==> config.mk <==
export PLATFORM = sky130hd
export DESIGN_NAME = image_stack_median_core
export DESIGN_NICKNAME = d
export VERILOG_FILES = /design/src/ism_pkg.sv /design/src/ism_rank.sv /design/src/ism_select.sv /design/src/image_stack_median_core.sv
export SDC_FILE = /design/constraint.sdc
export NUM_CORES = 1
export LEC_CHECK = 0
export BUFFER_PORTS_ARGS = -buffer_cell sky130_fd_sc_hd__buf_2
export CORE_ASPECT_RATIO = 1.5
export CORE_MARGIN = 4
export CORE_UTILIZATION = 45
export CTS_CLUSTER_DIAMETER = 120
export CTS_CLUSTER_SIZE = 28
export DETAILED_ROUTE_END_ITERATION = 8
export HOLD_SLACK_MARGIN = 0.1
export SETUP_SLACK_MARGIN = 0.5
export SYNTH_ARGS = -nofsm -noshare
export SYNTH_HDL_FRONTEND = slang
export SYNTH_HIERARCHICAL = 1
export SYNTH_SLANG_ARGS = --single-unit
==> constraint.sdc <==
create_clock -name clk_i -period 5.5 [get_ports clk_i]
set_input_delay 1.1 -clock clk_i [delete_from_list [all_inputs] [get_ports clk_i]]
set_output_delay 1.1 -clock clk_i [all_outputs]
set_load 0.01 [all_outputs]
==> src/ism_pkg.sv <==
// Shared types and constants for the image stack median core.
// No dependencies; imported by every module of the block.
package ism_pkg;

  // Number of image slots carried by one request (one pixel port per slot).
  localparam int MaxImages = 9;

  // Width of the images-in-use register and of a sorted position.
  localparam int CntW = 4;

  // Reset value of the images-in-use register.
  localparam logic [CntW-1:0] CountReset = CntW'(MaxImages);

  typedef logic [CntW-1:0] cnt_t;

  // Control state of the input stage.
  typedef struct packed {
    logic valid;
    cnt_t count;
  } stage_ctrl_t;

endpackage

==> src/ism_rank.sv <==
// Descending-order position of every used pixel of the stack.
// Depends on ism_pkg.
module ism_rank
  import ism_pkg::*;
#(
  parameter int PIXEL_BITS = 8
) (
  input  logic [PIXEL_BITS-1:0] pix_i  [MaxImages],
  input  cnt_t                  count_i,
  output cnt_t                  rank_o [MaxImages],
  output logic [MaxImages-1:0]  used_o
);

  logic [MaxImages-1:0] ahead [MaxImages];

  always_comb begin
    for (int i = 0; i < MaxImages; i++) begin
      used_o[i] = (CntW'(i) < count_i);
    end
    // Element j sits ahead of element i if larger, or equal and from a lower slot.
    for (int i = 0; i < MaxImages; i++) begin
      for (int j = 0; j < MaxImages; j++) begin
        ahead[i][j] = used_o[j] && (j != i) &&
                      ((pix_i[j] > pix_i[i]) || ((pix_i[j] == pix_i[i]) && (j < i)));
      end
    end
    for (int i = 0; i < MaxImages; i++) begin
      rank_o[i] = '0;
      for (int j = 0; j < MaxImages; j++) begin
        rank_o[i] = rank_o[i] + CntW'(ahead[i][j]);
      end
    end
  end

endmodule

==> src/ism_select.sv <==
// Pick the pixel whose sorted position is count/2.
// Depends on ism_pkg.
module ism_select
  import ism_pkg::*;
#(
  parameter int PIXEL_BITS = 8
) (
  input  logic [PIXEL_BITS-1:0] pix_i  [MaxImages],
  input  cnt_t                  rank_i [MaxImages],
  input  logic [MaxImages-1:0]  used_i,
  input  cnt_t                  count_i,
  output logic [MaxImages-1:0]  hit_o,
  output logic [PIXEL_BITS-1:0] median_o
);

  cnt_t target;

  always_comb begin
    target   = count_i >> 1;
    median_o = '0;
    for (int i = 0; i < MaxImages; i++) begin
      hit_o[i] = used_i[i] && (rank_i[i] == target);
      median_o = median_o | (pix_i[i] & {PIXEL_BITS{hit_o[i]}});
    end
  end

endmodule

==> src/image_stack_median_core.sv <==
// Image stack median core: an accepted request passes the input registers, then the result registers, to the strobe.
// Throughput one request per cycle; busy_o stays low, start_i may be held high every cycle.
// Rate is set by one rank/select pass between the input and result registers.
// The receiver cannot stall: each result shows for exactly one cycle on result_valid_o.
// rst_ni (async, active low) drops all requests in flight and sets images-in-use to 9.
// Depends on ism_pkg, ism_rank and ism_select.
module image_stack_median_core
  import ism_pkg::*;
#(
  parameter int PIXEL_BITS = 8
) (
  input  logic                  clk_i,
  input  logic                  rst_ni,
  // configuration write channel
  input  logic                  cfg_valid_i,
  output logic                  cfg_ready_o,
  input  logic [CntW-1:0]       cfg_images_in_use_i,
  // request side
  input  logic                  start_i,
  output logic                  busy_o,
  input  logic [PIXEL_BITS-1:0] pixel_0_i,
  input  logic [PIXEL_BITS-1:0] pixel_1_i,
  input  logic [PIXEL_BITS-1:0] pixel_2_i,
  input  logic [PIXEL_BITS-1:0] pixel_3_i,
  input  logic [PIXEL_BITS-1:0] pixel_4_i,
  input  logic [PIXEL_BITS-1:0] pixel_5_i,
  input  logic [PIXEL_BITS-1:0] pixel_6_i,
  input  logic [PIXEL_BITS-1:0] pixel_7_i,
  input  logic [PIXEL_BITS-1:0] pixel_8_i,
  // result side
  output logic                  result_valid_o,
  output logic [PIXEL_BITS-1:0] median_pixel_o
);

  // Images-in-use register, raw as written.
  cnt_t cfg_q;

  // Input stage: pixels plus control.
  stage_ctrl_t                 in_ctrl_q, in_ctrl_d;
  logic [PIXEL_BITS-1:0]       pix_q [MaxImages];
  logic [PIXEL_BITS-1:0]       pix_d [MaxImages];

  // Result stage.
  logic                        res_vld_q;
  logic [PIXEL_BITS-1:0]       res_pix_q, res_pix_d;

  cnt_t                        count_eff;
  cnt_t                        rank   [MaxImages];
  logic [MaxImages-1:0]        used;
  logic [MaxImages-1:0]        hit;

  // Always able to take a request and a config write.
  assign busy_o      = 1'b0;
  assign cfg_ready_o = 1'b1;

  // Saturate the count to the number of slots.
  assign count_eff = (cfg_q > CntW'(MaxImages)) ? CntW'(MaxImages) : cfg_q;

  always_comb begin
    pix_d[0] = pixel_0_i;
    pix_d[1] = pixel_1_i;
    pix_d[2] = pixel_2_i;
    pix_d[3] = pixel_3_i;
    pix_d[4] = pixel_4_i;
    pix_d[5] = pixel_5_i;
    pix_d[6] = pixel_6_i;
    pix_d[7] = pixel_7_i;
    pix_d[8] = pixel_8_i;
    in_ctrl_d.valid = start_i && !busy_o;
    in_ctrl_d.count = count_eff;
  end

  always_ff @(posedge clk_i or negedge rst_ni) begin
    if (!rst_ni) begin
      cfg_q <= CountReset;
    end else if (cfg_valid_i && cfg_ready_o) begin
      cfg_q <= cfg_images_in_use_i;
    end
  end

  // Control registers: reset drops anything in flight.
  always_ff @(posedge clk_i or negedge rst_ni) begin
    if (!rst_ni) begin
      in_ctrl_q <= '0;
      res_vld_q <= 1'b0;
    end else begin
      in_ctrl_q <= in_ctrl_d;
      res_vld_q <= in_ctrl_q.valid;
    end
  end

  // Payload registers: capture on accept, hold otherwise.
  always_ff @(posedge clk_i) begin
    if (in_ctrl_d.valid) begin
      pix_q <= pix_d;
    end
    if (in_ctrl_q.valid) begin
      res_pix_q <= res_pix_d;
    end
  end

  // Rank every used pixel, then pick the one at position count/2.
  ism_rank #(
    .PIXEL_BITS(PIXEL_BITS)
  ) u_rank (
    .pix_i  (pix_q),
    .count_i(in_ctrl_q.count),
    .rank_o (rank),
    .used_o (used)
  );

  ism_select #(
    .PIXEL_BITS(PIXEL_BITS)
  ) u_select (
    .pix_i   (pix_q),
    .rank_i  (rank),
    .used_i  (used),
    .count_i (in_ctrl_q.count),
    .hit_o   (hit),
    .median_o(res_pix_d)
  );

  assign result_valid_o = res_vld_q;
  assign median_pixel_o = res_pix_q;

  // Every accepted request yields exactly one strobe after the input and result registers.
  a_req_to_result: assert property (@(posedge clk_i) disable iff (!rst_ni)
    start_i |=> ##1 result_valid_o)
    else $error("accepted request produced no result strobe");

  a_no_phantom: assert property (@(posedge clk_i) disable iff (!rst_ni)
    !start_i |=> ##1 !result_valid_o)
    else $error("result strobe without a request");

  // Ranks of the used pixels form a permutation: exactly one hits the middle.
  a_one_hit: assert property (@(posedge clk_i) disable iff (!rst_ni)
    (in_ctrl_q.valid && (in_ctrl_q.count != '0)) |-> $onehot(hit))
    else $error("median selection not unique");

  a_empty_zero: assert property (@(posedge clk_i) disable iff (!rst_ni)
    (in_ctrl_q.valid && (in_ctrl_q.count == '0)) |=> (median_pixel_o == '0))
    else $error("empty stack must give zero");

endmodule

==> flow_metrics.tcl <==
set metrics [dict create \
    port_buffers 88 \
    status "finished, final reports clean" \
    syn-cell-area_sq_um 12200 \
    finalSetupViolations 0 \
    n_antenna_cell 0 \
    nets 1960 \
    syn_to_final_growth_pct 26.7 \
    clockBufferDepth 2 \
    cap_violations 0 \
    grt_pass1_vias 11200 \
    first_iter_violations 918 \
    start_util_pct 45.8 \
    place_area_sq_um 13900 \
    final_antenna_net_count 0 \
    globalplace.congestion 0.960 \
    worstMarginPinSlew_ns 1.02 \
    p_leak_nw 7.30 \
    critPathKind "register to register" \
    required_ns 5.64 \
    netlist_instances 1250 \
    grt_first_pass_wirelength_um 66100 \
    syn_avg_cell_area_sq_um 9.74 \
    cts_sinks 90 \
    die_h_um 209 \
    hold_path.class "register to register" \
    endpoint_kind "register" \
    finalCritPeriodShare_pct 94.6 \
    cts_root_buf "clkbuf_16" \
    cts_tree "done" \
    insertion_delay_ns 0.38 \
    final_area_sq_um 15400 \
    grt_max_degree 74 \
    routed_wl_um 45700 \
    via_per_inst 5.97 \
    clkSlewWorstSetupHoldPaths_ns 0.07 \
    clock.fmax_ghz 0.192 \
    layout-drive-gt1-share_pct 29.2 \
    dr.pass1.iters 8 \
    dp_hpwl_um 36800 \
    vdd_drop_max_mv 0.194 \
    layout_commonest_cell "ha_1" \
    arrival_ns 5.34 \
    crit_path_start_kind "register" \
    timing.final.ws_setup_ns 0.298 \
    antenna_found_initial 0 \
    h-tree-depth 3 \
    io_pins 91 \
    synth_nets 1681 \
    finalClockSkew_ns 0.00804 \
    num_rows 73 \
    cts-buffers-inserted 9 \
    cp_max_fo 7 \
    vias 11200 \
    layout_common_cells "306 x ha_1, 171 x buf_4, 125 x a21oi_1" \
    die_w_um 142 \
    grt_overflow 0 \
    slew_violations 0 \
    finalHoldViolations 0 \
    yosys_warnings 6 \
    drcViolationCount 0 \
    min_period_ns 5.20 \
    max_slew_margin_pct 32.2 \
    core_area_sq_um 26600 \
    dp_slack_ns -0.0626 \
    rsz0062_at_grt "true" \
    grt_use_total_pct 30.2 \
    die_area_sq_um 29800 \
    avgRoutedWirePerCell_um 24.4 \
    p_per_area_nw_per_um2 319 \
    ctsHoldBuffers 0 \
]
[per-stage QoR]
stage | util (%) | total power [mW] | cells | hold WS [ns] | setup TNS [ns]
floorplan | - | 2.92 | 1250 | 0.477 | 0
global placement | 52.1 | 3.79 | 1781 | 0.418 | -0.0852
detailed placement | 52.1 | 3.85 | 1781 | 0.419 | -0.178
CTS | 56.3 | 4.77 | 1847 | 0.432 | 0
global route | 58.0 | 5.27 | 1871 | 0.437 | 0
finish | 58.0 | 4.92 | 1871 | 0.431 | 0
[worst max-delay path: stages (launching register included)]
cell and delay [ns]:
edfxtp_1 0.51, buf_6 0.18, ha_1 0.29, nor2b_2 0.13, o211ai_1 0.13, a211o_1 0.32, a21oi_2 0.23, fa_1 0.46
fa_1 0.49, inv_1 0.05, fa_2 0.35, fa_2 0.53, inv_1 0.06, xor2_2 0.18, nor4_4 0.11, a222oi_1 0.44
o2111ai_1 0.19, a221o_1 0.30
[power by group]
part / switching [mW] / internal (mW)
combinational: 1.82 / 1.45
sequential: 0.0869 / 0.873
clock: 0.314 / 0.371
[worst paths after layout]
| check | slack [ns] | depth (start not counted) | end | from |
|---|---|---|---|---|
| setup / recovery | 0.30 | 17 | median_pixel_o[1] | pix_q[17] |
| hold / removal | 0.43 | 0 | in_ctrl_q[3] | cfg_q[3] |
| setup reg to reg | 0.30 | 17 | median_pixel_o[1] | pix_q[17] |
| hold reg to reg | 0.43 | 0 | in_ctrl_q[3] | cfg_q[3] |
| max in group asynchronous | 4.69 | 1 | cfg_q[0] | rst_ni |
| min in group asynchronous | 0.56 | 1 | in_ctrl_q[1] | rst_ni |
[layer usage]
layer	up-vias	part of all wire [%]	global-route usage, %
li1	5282	-	-
met1	5301	38	34.9
met2	448	50	52.2
met3	143	5.0	3.08
met4	0	7.6	20.4
met5	-	0	0
[final cells by class]
type / instances / area, sq um
clock inverters: 5 / 47.5
well taps: 337 / 422
clock buffers: 11 / 275
flip-flops and latches: 90 / 2660
inverters: 134 / 513
repair buffers: 277 / 1990
multi-input cells: 1017 / 9520
fillers: 2369 / 11200
[what timing repair did]
item,4_1_cts,5_1_grt
pin swaps,72,52
endpoints found under the setup margin,8,8
resized for setup,103,58
setup buffers,50,24
[sequential cells by signal, indices dropped and copies added (netlist names)]
register        cells
cfg_q               4
in_ctrl_q           5
median_pixel_o      8
result_valid_o      1
pix_q              72
Note: power is estimated with default switching activity, not from simulation.
